### src/dlm_pkg.sv
// ----------------------------------------------------------------------------
// dlm_pkg: shared types and constants
// Transaction structs, cell control word, sequencer states and the base 10^4
// digit arithmetic constants of the decimal limb multiplier.
// ----------------------------------------------------------------------------
`default_nettype none

package dlm_pkg;

    localparam int DEF_MAX_LIMBS = 16;

    localparam int LIMB_W        = 54;
    localparam int DIG_W         = 14;   // one base 10^4 digit
    localparam int DIGS_PER_LIMB = 4;
    localparam int PROD_W        = 27;   // digit product plus addends, < 10^8
    localparam int CONV_STEPS    = LIMB_W / 2;
    localparam int RECIP_SHIFT   = 40;

    localparam logic [LIMB_W-1:0] LIMB_BASE = 54'd10000000000000000;
    localparam logic [DIG_W-1:0]  DIG_BASE  = 14'd10000;
    // ceil(2^40 / 10^4): exact quotient for every value below 10^8
    localparam logic [PROD_W-1:0] DIG_RECIP = 27'd109951163;

    localparam logic OP_LEFT  = 1'b0;
    localparam logic OP_RIGHT = 1'b1;

    typedef struct packed {
        logic              opcode;
        logic [LIMB_W-1:0] limb_value;
        logic              is_last;
    } t_in_item;

    typedef struct packed {
        logic [LIMB_W-1:0] product_limb;
        logic              last_limb;
    } t_out_item;

    typedef struct packed {
        logic clear;
        logic shift_a;
        logic shift_rd_up;
        logic shift_rd_down;
        logic ph0;
        logic ph1;
        logic ph2;
    } t_cell_ctl;

    typedef enum logic [3:0] {
        S_IDLE,
        S_CONV,
        S_LOAD,
        S_MUL,
        S_DRAIN,
        S_RD,
        S_LD,
        S_OUT,
        S_CLR
    } t_state;

endpackage

`default_nettype wire

### src/dlm_conv.sv
// ----------------------------------------------------------------------------
// dlm_conv: binary limb to base 10^4 digits
// Clamps the limb below 10^16, then shifts it in two bits a cycle into four
// base 10^4 digits (doubling with decimal carry). Digits leave MS first.
// ----------------------------------------------------------------------------
`default_nettype none

module dlm_conv (
    input  logic                        i_clk,
    input  logic                        i_rst_n,
    input  logic                        i_start,
    input  logic [dlm_pkg::LIMB_W-1:0]  i_value,
    input  logic                        i_pop,
    output logic                        o_busy,
    output logic [dlm_pkg::DIG_W-1:0]   o_digit
);

    import dlm_pkg::*;

    localparam int CW = $clog2(CONV_STEPS + 1);

    logic [LIMB_W-1:0] r_v;
    logic [DIG_W-1:0]  r_d [DIGS_PER_LIMB];
    logic [DIG_W-1:0]  n_d [DIGS_PER_LIMB];
    logic [CW-1:0]     r_cnt;
    logic [15:0]       x;
    logic [1:0]        c;

    // two new bits enter digit 0, carries ripple up through the four digits
    always_comb begin
        c = r_v[LIMB_W-1 -: 2];
        x = '0;
        for (int k = 0; k < DIGS_PER_LIMB; k++) begin
            x = {r_d[k], 2'b00} + 16'(c);
            if (x >= 16'd30000) begin
                c = 2'd3;
                x = x - 16'd30000;
            end else if (x >= 16'd20000) begin
                c = 2'd2;
                x = x - 16'd20000;
            end else if (x >= 16'd10000) begin
                c = 2'd1;
                x = x - 16'd10000;
            end else begin
                c = 2'd0;
            end
            n_d[k] = x[DIG_W-1:0];
        end
    end

    always_ff @(posedge i_clk) begin
        if (!i_rst_n) begin
            r_cnt <= '0;
        end else if (i_start) begin
            r_cnt <= CW'(CONV_STEPS);
        end else if (r_cnt != '0) begin
            r_cnt <= r_cnt - CW'(1);
        end
    end

    always_ff @(posedge i_clk) begin
        if (i_start) begin
            r_v <= (i_value >= LIMB_BASE) ? LIMB_BASE - LIMB_W'(1) : i_value;
            for (int k = 0; k < DIGS_PER_LIMB; k++) begin
                r_d[k] <= '0;
            end
        end else if (r_cnt != '0) begin
            r_v <= {r_v[LIMB_W-3:0], 2'b00};
            r_d <= n_d;
        end else if (i_pop) begin
            for (int k = DIGS_PER_LIMB - 1; k > 0; k--) begin
                r_d[k] <= r_d[k-1];
            end
            r_d[0] <= '0;
        end
    end

    assign o_busy  = (r_cnt != '0);
    assign o_digit = r_d[DIGS_PER_LIMB-1];

endmodule

`default_nettype wire

### config.mk
export PLATFORM = sky130hd
export DESIGN_NAME = dlm_conv
export DESIGN_NICKNAME = d
export VERILOG_FILES = /design/src/dlm_pkg.sv /design/src/dlm_conv.sv
export SDC_FILE = /design/constraint.sdc
export NUM_CORES = 1
export LEC_CHECK = 0
export BUFFER_PORTS_ARGS = -buffer_cell sky130_fd_sc_hd__buf_2
export CELL_PAD_IN_SITES_DETAIL_PLACEMENT = 1
export CELL_PAD_IN_SITES_GLOBAL_PLACEMENT = 1
export CORE_UTILIZATION = 46
export DETAILED_ROUTE_END_ITERATION = 8
export PLACE_DENSITY_LB_ADDON = 0.1
export SLEW_MARGIN = 40
export SYNTH_ARGS = -nofsm -noshare
export SYNTH_HDL_FRONTEND = slang
export SYNTH_SLANG_ARGS = --single-unit
### constraint.sdc
create_clock -name i_clk -period 4.35 [get_ports i_clk]
set_clock_uncertainty 0.05 [all_clocks]
set_input_delay 0.87 -clock i_clk [delete_from_list [all_inputs] [get_ports i_clk]]
set_output_delay 0.87 -clock i_clk [all_outputs]
set_load 0.01 [all_outputs]
Word-level counts from Yosys, hierarchy flattened:

Cells that the tools add are included.

* register bits after elaboration: 115
* output and inout bits: 15

* bitwise operators: 1
* reduce and logical (&&, ||, !) cells: 4
* magnitude comparators: 13
* muxes and demuxes: 28
* add/subtract/negate cells: 17

Operator list (number)
* 14-bit two-way mux: 12
* 54-bit two-way mux: 3
* 16-bit by 15-bit greater-or-equal comparator with 1-bit output (second input constant): 8
* 56-bit two-way mux: 2
* 14-bit subtractor (second input constant): 8
* 16-bit by 2-bit adder with 16-bit output: 4
* 16-bit by 14-bit greater-or-equal comparator with 1-bit output (second input constant): 4
* 14-bit by 12-bit subtractor with 14-bit output (second input constant): 4
* 54-bit greater-or-equal comparator (second input constant): 1
* 2-bit two-way mux: 6
* 5-bit two-way mux: 2
* 5-bit nonzero test: 1
* 5-bit by 1-bit subtractor with 5-bit output (second input constant): 1
* 2-bit nonzero test: 2
* 1-bit two-way mux: 3
* 2-bit OR reduction: 1
* 1-bit NOT: 1

Depth between registers and ports, before layout:

Gate-level depths: netlist of the first run.

* depth after elaboration: 21
* mapped depth: 11
* mapped depth without buffers: 10

Worst setup path before layout of the first run:

Ideal clock, no wire load.

* kind: input to register
* start point: input port i_start
* end point: register r_d[20] (netlist name)
* setup slack: 1.185 ns
* path buffers: 1
* stages on the path: 3
* arrival time: 2.901 ns
* required time: 4.086 ns
* cell sequence: or3_1 > clkbuf_1 > o22ai_1

RTL lines
* from (decl): RTL line dlm_conv.sv:11 `input logic i_start,`
* to (signal assigned): RTL line dlm_conv.sv:69 `r_d <= n_d;`
* to (signal, indexed assignment): RTL line dlm_conv.sv:72 `r_d[k] <= r_d[k-1];`
* to (decl): RTL line dlm_conv.sv:23 `logic [DIG_W-1:0] r_d [DIGS_PER_LIMB];`

Worst setup path after layout of the first run:

* start point: register r_d[31] (netlist name)
* end point: register r_d (netlist bit o_digit[11])

* cells in the longest elaborated chain, start to end: 16
* elaborated cells on any way between the ends: 25
* those cells by class: add/sub (6); order compare (9); mux (10)

RTL lines
* 16-bit by 2-bit adder with 16-bit output *: RTL line dlm_conv.sv:34 `x = {r_d[k], 2'b00} + 16'(c);`
* 16-bit by 14-bit greater-or-equal comparator with 1-bit output: RTL line dlm_conv.sv:41 `end else if (x >= 16'd10000) begin`
* 1-bit two-way mux: RTL line dlm_conv.sv:41
* 2-bit two-way mux: RTL line dlm_conv.sv:38 `end else if (x >= 16'd20000) begin`
* 2-bit two-way mux *: RTL line dlm_conv.sv:35 `if (x >= 16'd30000) begin`
* 16-bit by 2-bit adder with 16-bit output *: RTL line dlm_conv.sv:34
* 16-bit by 14-bit greater-or-equal comparator with 1-bit output: RTL line dlm_conv.sv:41
* 1-bit two-way mux: RTL line dlm_conv.sv:41
* 2-bit two-way mux: RTL line dlm_conv.sv:38
* 2-bit two-way mux *: RTL line dlm_conv.sv:35
* 16-bit by 2-bit adder with 16-bit output *: RTL line dlm_conv.sv:34
* 14-bit subtractor or 16-bit by 14-bit greater-or-equal comparator with 1-bit output (tied branches): RTL line dlm_conv.sv:43, dlm_conv.sv:41
* 14-bit two-way mux: RTL line dlm_conv.sv:41
* 14-bit two-way mux: RTL line dlm_conv.sv:38
* 14-bit two-way mux *: RTL line dlm_conv.sv:35
* 56-bit two-way mux *: RTL line dlm_conv.sv:67 `end else if (r_cnt != '0) begin`

Mark *: on every way between the ends. The rest lies on a longest branch, timed or not.
A chain may end at the register's enable or synchronous reset.

==> results of run 1 <==
[layer usage]
metal | GRT usage [%] | up-vias | part of all wire [%]
met1 | 37.6 | 3650 | 48
li1 | - | 3580 | -
met5 | 0 | - | 0
met2 | 45.3 | 146 | 48
met3 | 3.90 | 29 | 3.2
met4 | 7.68 | 0 | 1.2
[cell usage after synthesis, types with 10 or more instances]
cell type,number
a211oi_1,45
a21oi_1,66
a31oi_1,39
and3_1,14
buf_4,14
clkbuf_1,64
dfxtp_1,61
edfxtp_1,54
ha_1,29
inv_1,79
mux2i_1,32
nand2_1,68
nand3_1,19
nor2_1,91
nor2b_1,16
nor3_1,15
nor4_1,12
o211ai_1,10
o21a_1,13
o21ai_0,29
o22ai_1,25
or3_1,11
xnor2_1,21
[kinds of logic after synthesis]
family	after synthesis	synth area share (%)
compound gates	302	26.0
mux	34	4.24
buf+inv	168	8.70
fa+ha+maj	29	4.49
simple gates	296	18.3
flops	115	35.2
xor+xnor	29	3.14
[flip-flops by register name, summed over array words and instances (netlist names)]
| signal | count |
|---|---|
| o_digit | 14 |
| r_v | 54 |
| r_cnt | 5 |
| r_d | 42 |
[worst max-delay path: cells and delay by family, from the launching register on]
| family | cells | cell delay (ps) |
|---|---|---|
| adders and majority gates | 1 | 200 |
| AOI/OAI and AO/OA | 4 | 1200 |
| and+or+nand+nor | 4 | 1370 |
| buffers and inverters | 1 | 220 |
| DFF | 1 | 420 |
[power by group through the flow]
stage | clock network [mW] | registers [mW] | logic (mW)
global placement | 0 | 1.92 | 2.67
global route | 1.46 | 1.97 | 3.06
finish | 1.39 | 1.92 | 2.74
detailed placement | 0 | 1.92 | 2.71
CTS | 1.41 | 1.91 | 2.74
floorplan | 0 | 1.58 | 2.39
[layout make-up]
class | instances | area, µm²
sequential | 115 | 2840
timing repair buffer | 85 | 463
antenna | 1 | 2.50
tap | 225 | 282
multi-input combinational | 690 | 4550
clock buffer | 17 | 425
clock inverter | 15 | 148
inverter | 79 | 297
fill | 2069 | 8220
[worst paths after layout]
kind                              end  slack [ps]  depth (start not counted)
max          o_digit[11]$_SDFFE_PP0P_         780                         10
min              r_d[44]$_SDFFE_PP0P_         450                          2
max reg2reg  o_digit[11]$_SDFFE_PP0P_         780                         10
min reg2reg      r_d[44]$_SDFFE_PP0P_         450                          2
[placed cells by master, fill, tap and decap left out, types with 6 or more instances in the layout]
cell / netlist / layout
xnor2_1: 21 / 21
nand2_1: 68 / 68
buf_4: 14 / 15
a31oi_1: 39 / 39
nand2b_1: 8 / 8
nand3_1: 19 / 19
buf_2: 4 / 70
and3_1: 14 / 14
a21oi_1: 66 / 66
ha_1: 29 / 29
edfxtp_1: 54 / 54
or3_1: 11 / 10
o21a_1: 13 / 13
a211o_1: 6 / 6
mux2i_1: 32 / 32
and2_1: 6 / 6
nor2b_1: 16 / 16
o21ai_0: 29 / 29
nor2_1: 91 / 90
o22ai_1: 25 / 25
nor4_1: 12 / 12
nor3_1: 15 / 15
dfxtp_1: 61 / 61
a221oi_1: 7 / 7
xor2_1: 8 / 8
inv_1: 79 / 79
clkbuf_16: 0 / 17
a21o_1: 6 / 6
o211ai_1: 10 / 10
a211oi_1: 45 / 45
[per-stage QoR]
step	hold slack, ps	util [%]
5_1_grt	483	52.3
2_1_floorplan	408	-
4_1_cts	455	52.3
3_5_place_dp	433	49.0
6_report	453	52.3
3_3_place_gp	431	48.9
==> flow_metrics.tcl, run 1 <==
set metrics [dict create \
    p_sw_share_pct 44.5 \
    min_from "r_d[42]$_SDFFE_PP0P_" \
    cp.required_ps 4620 \
    cts.sinks 115 \
    cts_hold_buf 0 \
    setup_ws_ps 777 \
    first_pass_iters 5 \
    drc_errors 0 \
    netSwitchingPower_mw 2.69 \
    synth_area_um2 8080 \
    gp_congestion 0.895 \
    ys_seq_elements 115 \
    first_iter_violations 478 \
    design.die.area_um2 18100 \
    vdd_drop_max_uv 334 \
    min_period_ps 3570 \
    status "complete, no violations" \
    gr-total-overflow 0 \
    syn_nets 1060 \
    postCtsSetupBuffers 0 \
    critPathMaxFanout 10 \
    die_h_um 135 \
    wl_um 23800 \
    area_delta_synth_final_pct 11.5 \
    p_clk_share_pct 23.0 \
    internal_power_mw 3.36 \
    dpl_cell_area_um2 8440 \
    grt_max_degree 80 \
    synth_top_cells_by_area "edfxtp_1 (20%), dfxtp_1 (15%), ha_1 (4.5%)" \
    synthArstFlopShare_pct 0 \
    grt_use_total_pct 27.5 \
    arrival_ps 3850 \
    rows 48 \
    io_buffers 72 \
    clock-root-buffer "clkbuf_16" \
    core-area_um2 17200 \
    slew_violations 0 \
    finalPower_mw 6.05 \
    dieWidth_um 135 \
    cp-start-kind "register" \
    clock_path_buffers 2 \
    min_path_type "register to register" \
    synth_edf_count 54 \
    cts-htree-levels 4 \
    syn_avg_cell_area_um2 8.31 \
    p_comb_share_pct 45.3 \
    vias 7405 \
    antenna_found_initial 0 \
    ant_nets 0 \
    synth-main-ff-cell "dfxtp_1" \
    grt_pass1_vias 7525 \
    start_util_pct 46.9 \
    yosysWarnings 0 \
    io_pins 73 \
    nets 1075 \
    fin_cells 1227 \
    setup_tns_ps 0 \
    finalInstanceArea_um2 9010 \
    vias_per_cell 6.04 \
    path_clk_slew_ps 70 \
    cts_resized 0 \
    cap_viol_max_count 0 \
    place_ws_ps 815 \
    cts_tree "built" \
    critPathSlowestCell "nor3b_1" \
    cts_inserted_buffers 17 \
    p_leak_nw 3.62 \
    slew_headroom_pct 47.4 \
    hpwl_um 16200 \
    rsz0062_at_grt "no" \
    crit_path_start "r_d[31]$_SDFFE_PP0P_" \
    path_cells "inv_1 -> ha_1 -> nor3b_1 -> o2111ai_1 -> nor4_4 -> a2111oi_4 -> nor2_2 -> nor4_1 -> o311a_1 -> a2111oi_2" \
    yosys.cell_types.count 75 \
    power_density_nw_per_um2 671 \
    timing.rr.start "r_d[31]$_SDFFE_PP0P_" \
    seq_area_frac_synth_pct 35.2 \
    clock_latency_ps 420 \
    critPathCaptureType "register" \
    synth_top_area_share_pct 20.1 \
    grt_pass1_wl_um 39300 \
    drive_gt1_share_pct 14.0 \
    synth_top_area_cell "edfxtp_1" \
    place_inst 1194 \
    wl_per_cell_um 19.4 \
    worst_pin_slew_ps 783 \
    max_freq_mhz 280 \
    path_class "register to register" \
    cpPeakStageDelay_ps 470 \
    fin_crit_sh_pct 82.1 \
    hold_violations 0 \
    synthCells 973 \
    setup_viol 0 \
    pwr-share-seq_pct 31.7 \
]
Note: power is estimated with default switching activity, not from simulation.
==> run 2, diff against run 1 <==
Settings changed: ABC_AREA set to 1, CORE_UTILIZATION 46 to 40.
Clock period 4.35 ns to 3.1 ns, I/O delays scaled along.
==> run 2 against run 1 <==
  * Register-to-register slack worse by 460 ps
  * Clock power is 42% higher
  * Power is 53% higher
  * Combinational power is 79% higher
  * Synthesized area is 9.0% higher
  * Synthesized cell count is 33% higher
  * Sequential share of layout area is 2.9 points lower
  * Highest routed layer unchanged
  * Setup slack worse by 460 ps
  * Non-clock buffer count is 22 higher
  * Largest power group unchanged
  * Largest cell class unchanged
==> flow_metrics.tcl, run 2 <==
set metrics [dict create \
    status "complete, no violations" \
    setup_ws_ps 316 \
    die_h_um 150 \
    grt_use_total_pct 25.9 \
    grt_pass1_vias 8898 \
    seq_area_frac_synth_pct 32.3 \
    largest_reg_flops 54 \
    cp-start-kind "register" \
    hold_violations 0 \
    p_comb_share_pct 52.9 \
    path_common_cell "nand2_1" \
    rows 53 \
    slew_headroom_pct 49.9 \
    wl_per_cell_um 17.3 \
    design.die.area_um2 22600 \
    first_pass_iters 5 \
    gr-total-overflow 0 \
    synth-main-ff-cell "dfxtp_1" \
    syn_nets 1383 \
    cts_tree "built" \
    antenna_found_initial 0 \
    gp_congestion 0.870 \
    drc_errors 0 \
    netSwitchingPower_mw 4.49 \
    vias_per_cell 5.30 \
    vias 8635 \
    p_leak_nw 4.44 \
    drive_gt1_share_pct 15.8 \
    multiInputGateArea_um2 4930 \
    pwr-share-seq_pct 25.8 \
    synthCells 1296 \
    hpwl_um 20500 \
    cp.required_ps 3330 \
    first_iter_violations 339 \
    cap_viol_max_count 0 \
    min_path_type "register to register" \
    start_util_pct 41.4 \
    final_cell_mix "nand2_1 (355), inv_1 (140), o21ai_0 (131), nor2_1 (105), buf_2 (71)" \
    critPathMaxFanout 13 \
    cts_hold_buf 0 \
    critPathCaptureType "register" \
    internal_power_mw 4.77 \
    regMostFlops "r_v" \
    cts_inserted_buffers 17 \
    wl_um 28100 \
    synth_top_cells_by_area "edfxtp_1 (18%), nand2_1 (15%), dfxtp_1 (14%)" \
    yosysMostFrequentCell "nand2_1" \
    diodes 0 \
    slew_violations 0 \
    setup_tns_ps 0 \
    dieWidth_um 150 \
    synth_top_area_cell "edfxtp_1" \
    vdd_drop_max_uv 331 \
    arrival_ps 3020 \
    area.sequential_um2 2850 \
    io_pins 73 \
    ys_seq_elements 115 \
    core-area_um2 21300 \
    min_period_ps 2780 \
    cpPeakStageDelay_ps 370 \
    io_buffers 72 \
    cts.sinks 115 \
    path_cells "inv_1 -> ha_1 -> inv_1 -> nor2_1 -> nand2_1 -> nor2_4 -> nor2_8 -> nand3_4 -> nand4_4 -> nand2_2 -> inv_4 -> nand3_2 -> nand2_2 -> inv_2 -> nand2_1 -> nand2_1 -> nand2_1 -> nand2_1 -> nand2_1 -> nand2_1 -> a21oi_1" \
    synthArstFlopShare_pct 0 \
    synth_edf_count 54 \
    nets 1428 \
    max_freq_mhz 359 \
    path_class "register to register" \
    clock_path_buffers 2 \
    final_common_cell "nand2_1" \
    syn_avg_cell_area_um2 6.80 \
    path_clk_slew_ps 70 \
    crit_buf_inv 4 \
    num-fill-cells 2817 \
    place_ws_ps 276 \
    clock-root-buffer "clkbuf_16" \
    grt_pass1_wl_um 45700 \
    synth_top_area_share_pct 18.4 \
    postCtsSetupBuffers 0 \
    area_delta_synth_final_pct 12.9 \
    p_clk_share_pct 21.3 \
    synthTopCellsByCount "nand2_1 (355), inv_1 (142), o21ai_0 (131)" \
    yosys.cell_types.count 54 \
    yosysWarnings 0 \
    fin_crit_sh_pct 89.8 \
    grt_max_degree 62 \
    ant_nets 0 \
    p_sw_share_pct 48.5 \
    clock_latency_ps 430 \
    worst_pin_slew_ps 752 \
    critical-path-top-delay-family "simple AND/OR/NAND/NOR gates" \
    synth_area_um2 8810 \
    power_density_nw_per_um2 931 \
    rsz0062_at_grt "no" \
    cts-htree-levels 4 \
    setup_viol 0 \
    critPathSlowestCell "dfxtp_2" \
]
-- run 2: changes by cell type in the layout (fill, tap and decap cells not counted), moves of 32 or more --
cell,before,now
a211oi_1,45,1
a31oi_1,39,7
mux2i_1,32,0
o21ai_0,29,131
inv_1,79,140
xor2_1,8,48
nand2_1,68,355
nand3_1,19,61
-- run 2: worst paths after layout --
| kind | slack, ps | cells after the start | start | to |
|---|---|---|---|---|
| worst min-delay path | 420 | 2 | r_cnt[4]$_SDFFE_PN0P_ | r_cnt[4]$_SDFFE_PN0P_ |
| worst max register to register | 320 | 21 | r_d[45]$_SDFFE_PP0P_ | o_digit[4]$_SDFFE_PP0P_ |
| worst min register to register | 420 | 2 | r_cnt[4]$_SDFFE_PN0P_ | r_cnt[4]$_SDFFE_PN0P_ |
| worst max-delay path | 320 | 21 | r_d[45]$_SDFFE_PP0P_ | o_digit[4]$_SDFFE_PP0P_ |
-- run 2: cell families after synthesis --
| family | after synthesis | synth area share, % |
|---|---|---|
| AND/OR/NAND/NOR | 586 | 28.6 |
| adder cells (fa/ha/maj) | 29 | 4.12 |
| AO/OA/AOI/OAI | 277 | 18.2 |
| flip-flops | 115 | 32.3 |
| XOR/XNOR | 50 | 4.97 |
| buffers and inverters | 239 | 11.9 |
-- run 2: timing repair --
action                     in CTS  in global routing
gates resized for setup         0                  2
hold endpoints to repair        0                  0
setup endpoints to repair       0                  5
-- run 2: worst min-delay path, delay by kind of cell (launching register included) --
| family | cells | cell delay, ps |
|---|---|---|
| flops | 1 | 320 |
| simple gates | 1 | 60 |
| compound gates | 1 | 50 |
-- run 2: final cells by class --
class / instances / share of cell area (%)
Tap cell: 275 / 3.46
Timing Repair Buffer: 107 / 6.54
Clock inverter: 14 / 1.46
Multi-Input combinational cell: 942 / 49.6
Sequential cell: 115 / 28.6
Clock buffer: 18 / 4.31
Inverter: 158 / 6.04
-- run 2: routing by layer --
| layer | up-vias | track usage (%) | wire [µm] |
|---|---|---|---|
| li1 | 4301 | - | - |
| met1 | 4176 | 33.7 | 13500 |
| met2 | 123 | 43.8 | 13500 |
| met3 | 35 | 3.48 | 617 |
| met4 | 0 | 8.89 | 490 |
| met5 | - | 0 | 0 |
-- run 2: power groups by stage --
stage	logic [mW]	registers [mW]	clock network (mW)
after floorplan	3.86	2.21	0
after global placement	4.78	2.41	0
after detailed placement	4.87	2.42	0
after CTS	4.92	2.39	2.01
after global routing	5.56	2.44	2.07
final	4.90	2.39	1.97
-- run 2: per-stage QoR --
stage          hold WS [ps]  utilization, %  instance area [µm²]  power (mW)  instances
2_1_floorplan           390               -                 8810        6.07       1296
5_1_grt                 448            46.7                 9950        10.1       1629
6_report                425            46.7                 9950        9.26       1629
3_5_place_dp            420            44.0                 9370        7.29       1597
4_1_cts                 429            46.7                 9950        9.32       1629
3_3_place_gp            412            44.0                 9370        7.18       1597
==> run 3, diff against run 2 <==
Settings changed: PLACE_DENSITY set to 0.82, PLACE_DENSITY_LB_ADDON 0.1 to unset.
==> run 3 against run 2 <==
  * Sequential cell count unchanged
  * Die area unchanged
  * Cell area increased by 0.39%
  * Largest power group unchanged
  * Power grew 2.8%
==> flow_metrics.tcl, run 3 (synthesized netlist as in run 2, its figures left out) <==
set metrics [dict create \
    status "complete, no violations" \
    num-fill-cells 2817 \
    critPathSlowestCell "dfxtp_1" \
    cts_inserted_buffers 17 \
    wl_per_cell_um 17.6 \
    worst_pin_slew_ps 818 \
    path_common_cell "nand2_1" \
    fin_crit_sh_pct 92.0 \
    path_clk_slew_ps 60 \
    cts-htree-levels 4 \
    drive_gt1_share_pct 15.6 \
    crit_cells 18 \
    largest_reg_flops 54 \
    cts_resized 0 \
    antenna_found_initial 0 \
    wl_met2_um 14400 \
    final_cell_mix "nand2_1 (355), inv_1 (140), o21ai_0 (130), nor2_1 (104), buf_2 (71)" \
    io_buffers 72 \
    cts_tree "built" \
    setup_tns_ps 0 \
    clock_latency_ps 430 \
    p_clk_share_pct 22.7 \
    hpwl_um 20400 \
    min_path_type "input port to register" \
    hold-path-cell-count 3 \
    hold-worst-slack_ps 376 \
    cap_viol_max_count 0 \
    rows 53 \
    cp-start-kind "register" \
    max_freq_mhz 351 \
    first_iter_violations 438 \
    ff2ff_path_depth 18 \
    p_leak_nw 4.46 \
    clock_path_buffers 2 \
    internal_power_mw 4.98 \
    path_cells "inv_1 -> ha_1 -> nand2_1 -> nand2_1 -> o21ai_1 -> inv_1 -> nand4_4 -> nand2_2 -> inv_4 -> nand3_2 -> nand2_4 -> inv_2 -> nand2_1 -> nand2_1 -> nand2_1 -> nand3_1 -> nand2_1 -> a21oi_2" \
    core-area_um2 21300 \
    power_density_nw_per_um2 953 \
    p_sw_share_pct 47.7 \
    cts_hold_buf 0 \
    nets 1426 \
    routed.top_layer "met4" \
    regMostFlops "r_v" \
    p_comb_share_pct 51.8 \
    critical-path-top-delay-family "simple AND/OR/NAND/NOR gates" \
    rsz0062_at_grt "no" \
    first_pass_iters 5 \
    critPathMaxFanout 13 \
    ant_nets 0 \
    crit_buf_inv 4 \
    cp.required_ps 3320 \
    final_common_cell "nand2_1" \
    grt_use_total_pct 25.9 \
    grt_max_degree 71 \
    start_util_pct 41.4 \
    setup_viol 0 \
    grt_pass1_wl_um 45600 \
    grt_pass1_vias 8859 \
    vdd_drop_max_uv 328 \
    gp_congestion 0.910 \
    gr-total-overflow 0 \
    cpPeakStageDelay_ps 440 \
    netSwitchingPower_mw 4.54 \
    dieWidth_um 150 \
    pwr-share-seq_pct 25.4 \
    design.die.area_um2 22600 \
    drc_errors 0 \
    area_delta_synth_final_pct 13.3 \
    path_class "register to register" \
    vias_per_cell 5.43 \
    postCtsSetupBuffers 0 \
    wl_um 28600 \
    slew_headroom_pct 45.5 \
    vias 8837 \
    route.met3.wl_um 1150 \
    diodes 0 \
    hold_violations 0 \
    min_period_ps 2850 \
    critPathCaptureType "register" \
    cts.sinks 115 \
    die_h_um 150 \
    met1_length_um 12600 \
    io_pins 73 \
    arrival_ps 3080 \
    clock-root-buffer "clkbuf_16" \
    slew_violations 0 \
]
==> run 3: cell types whose count changed in the layout (fill, tap and decap cells not counted), moves of 2 or more <==
cell / delta
bufinv_16: +3
nor2_2: +2
buf_4: -2
inv_8: -3
==> run 3: power groups by stage <==
stage          Sequential [mW]  Clock (mW)  Combinational [mW]
6_report                  2.42        2.16                4.94
5_1_grt                   2.46        2.23                5.54
4_1_cts                   2.41        2.19                4.91
3_5_place_dp              2.43           0                4.84
3_3_place_gp              2.42           0                4.68
2_1_floorplan             2.21           0                3.86
==> run 3: final cells by class <==
type	instances	area (µm²)	share of cell area [%]
Multi-Input combinational cell	942	4940	49.4
Sequential cell	115	2840	28.5
Timing Repair Buffer	105	636	6.36
Inverter	158	601	6.01
Clock buffer	17	425	4.26
Tap cell	275	344	3.44
Clock inverter	14	201	2.02
==> run 3: metrics by stage <==
step	std cells	util [%]	total power [mW]	area, µm²	setup slack (ps)
2_1_floorplan	1296	-	6.07	8810	351
3_3_place_gp	1595	43.9	7.10	9350	384
3_5_place_dp	1595	43.9	7.27	9360	161
4_1_cts	1626	46.9	9.51	9980	75.6
5_1_grt	1626	46.9	10.2	9990	32.3
6_report	1626	46.9	9.52	9990	247
==> run 3: worst min-delay path: stages <==
cell and delay [ps]:
buf_2 90, o21ai_0 70, inv_1 50
==> run 3: path summary, 6_finish.rpt <==
| kind | start | end | slack (ps) |
|---|---|---|---|
| max | r_d[31]$_SDFFE_PP0P_ | o_digit[8]$_SDFFE_PP0P_ | 250 |
| min | i_rst_n | r_cnt[0]$_SDFFE_PN0P_ | 380 |
| max reg2reg | r_d[31]$_SDFFE_PP0P_ | o_digit[8]$_SDFFE_PP0P_ | 250 |
| min reg2reg | r_cnt[4]$_SDFFE_PN0P_ | r_cnt[4]$_SDFFE_PN0P_ | 420 |
==> run 3: routing by layer <==
layer  vias up  track usage [%]
li1       4290                -
met1      4309             32.8
met2       200             44.7
met3        38             3.70
met4         0             9.14
met5         -                0
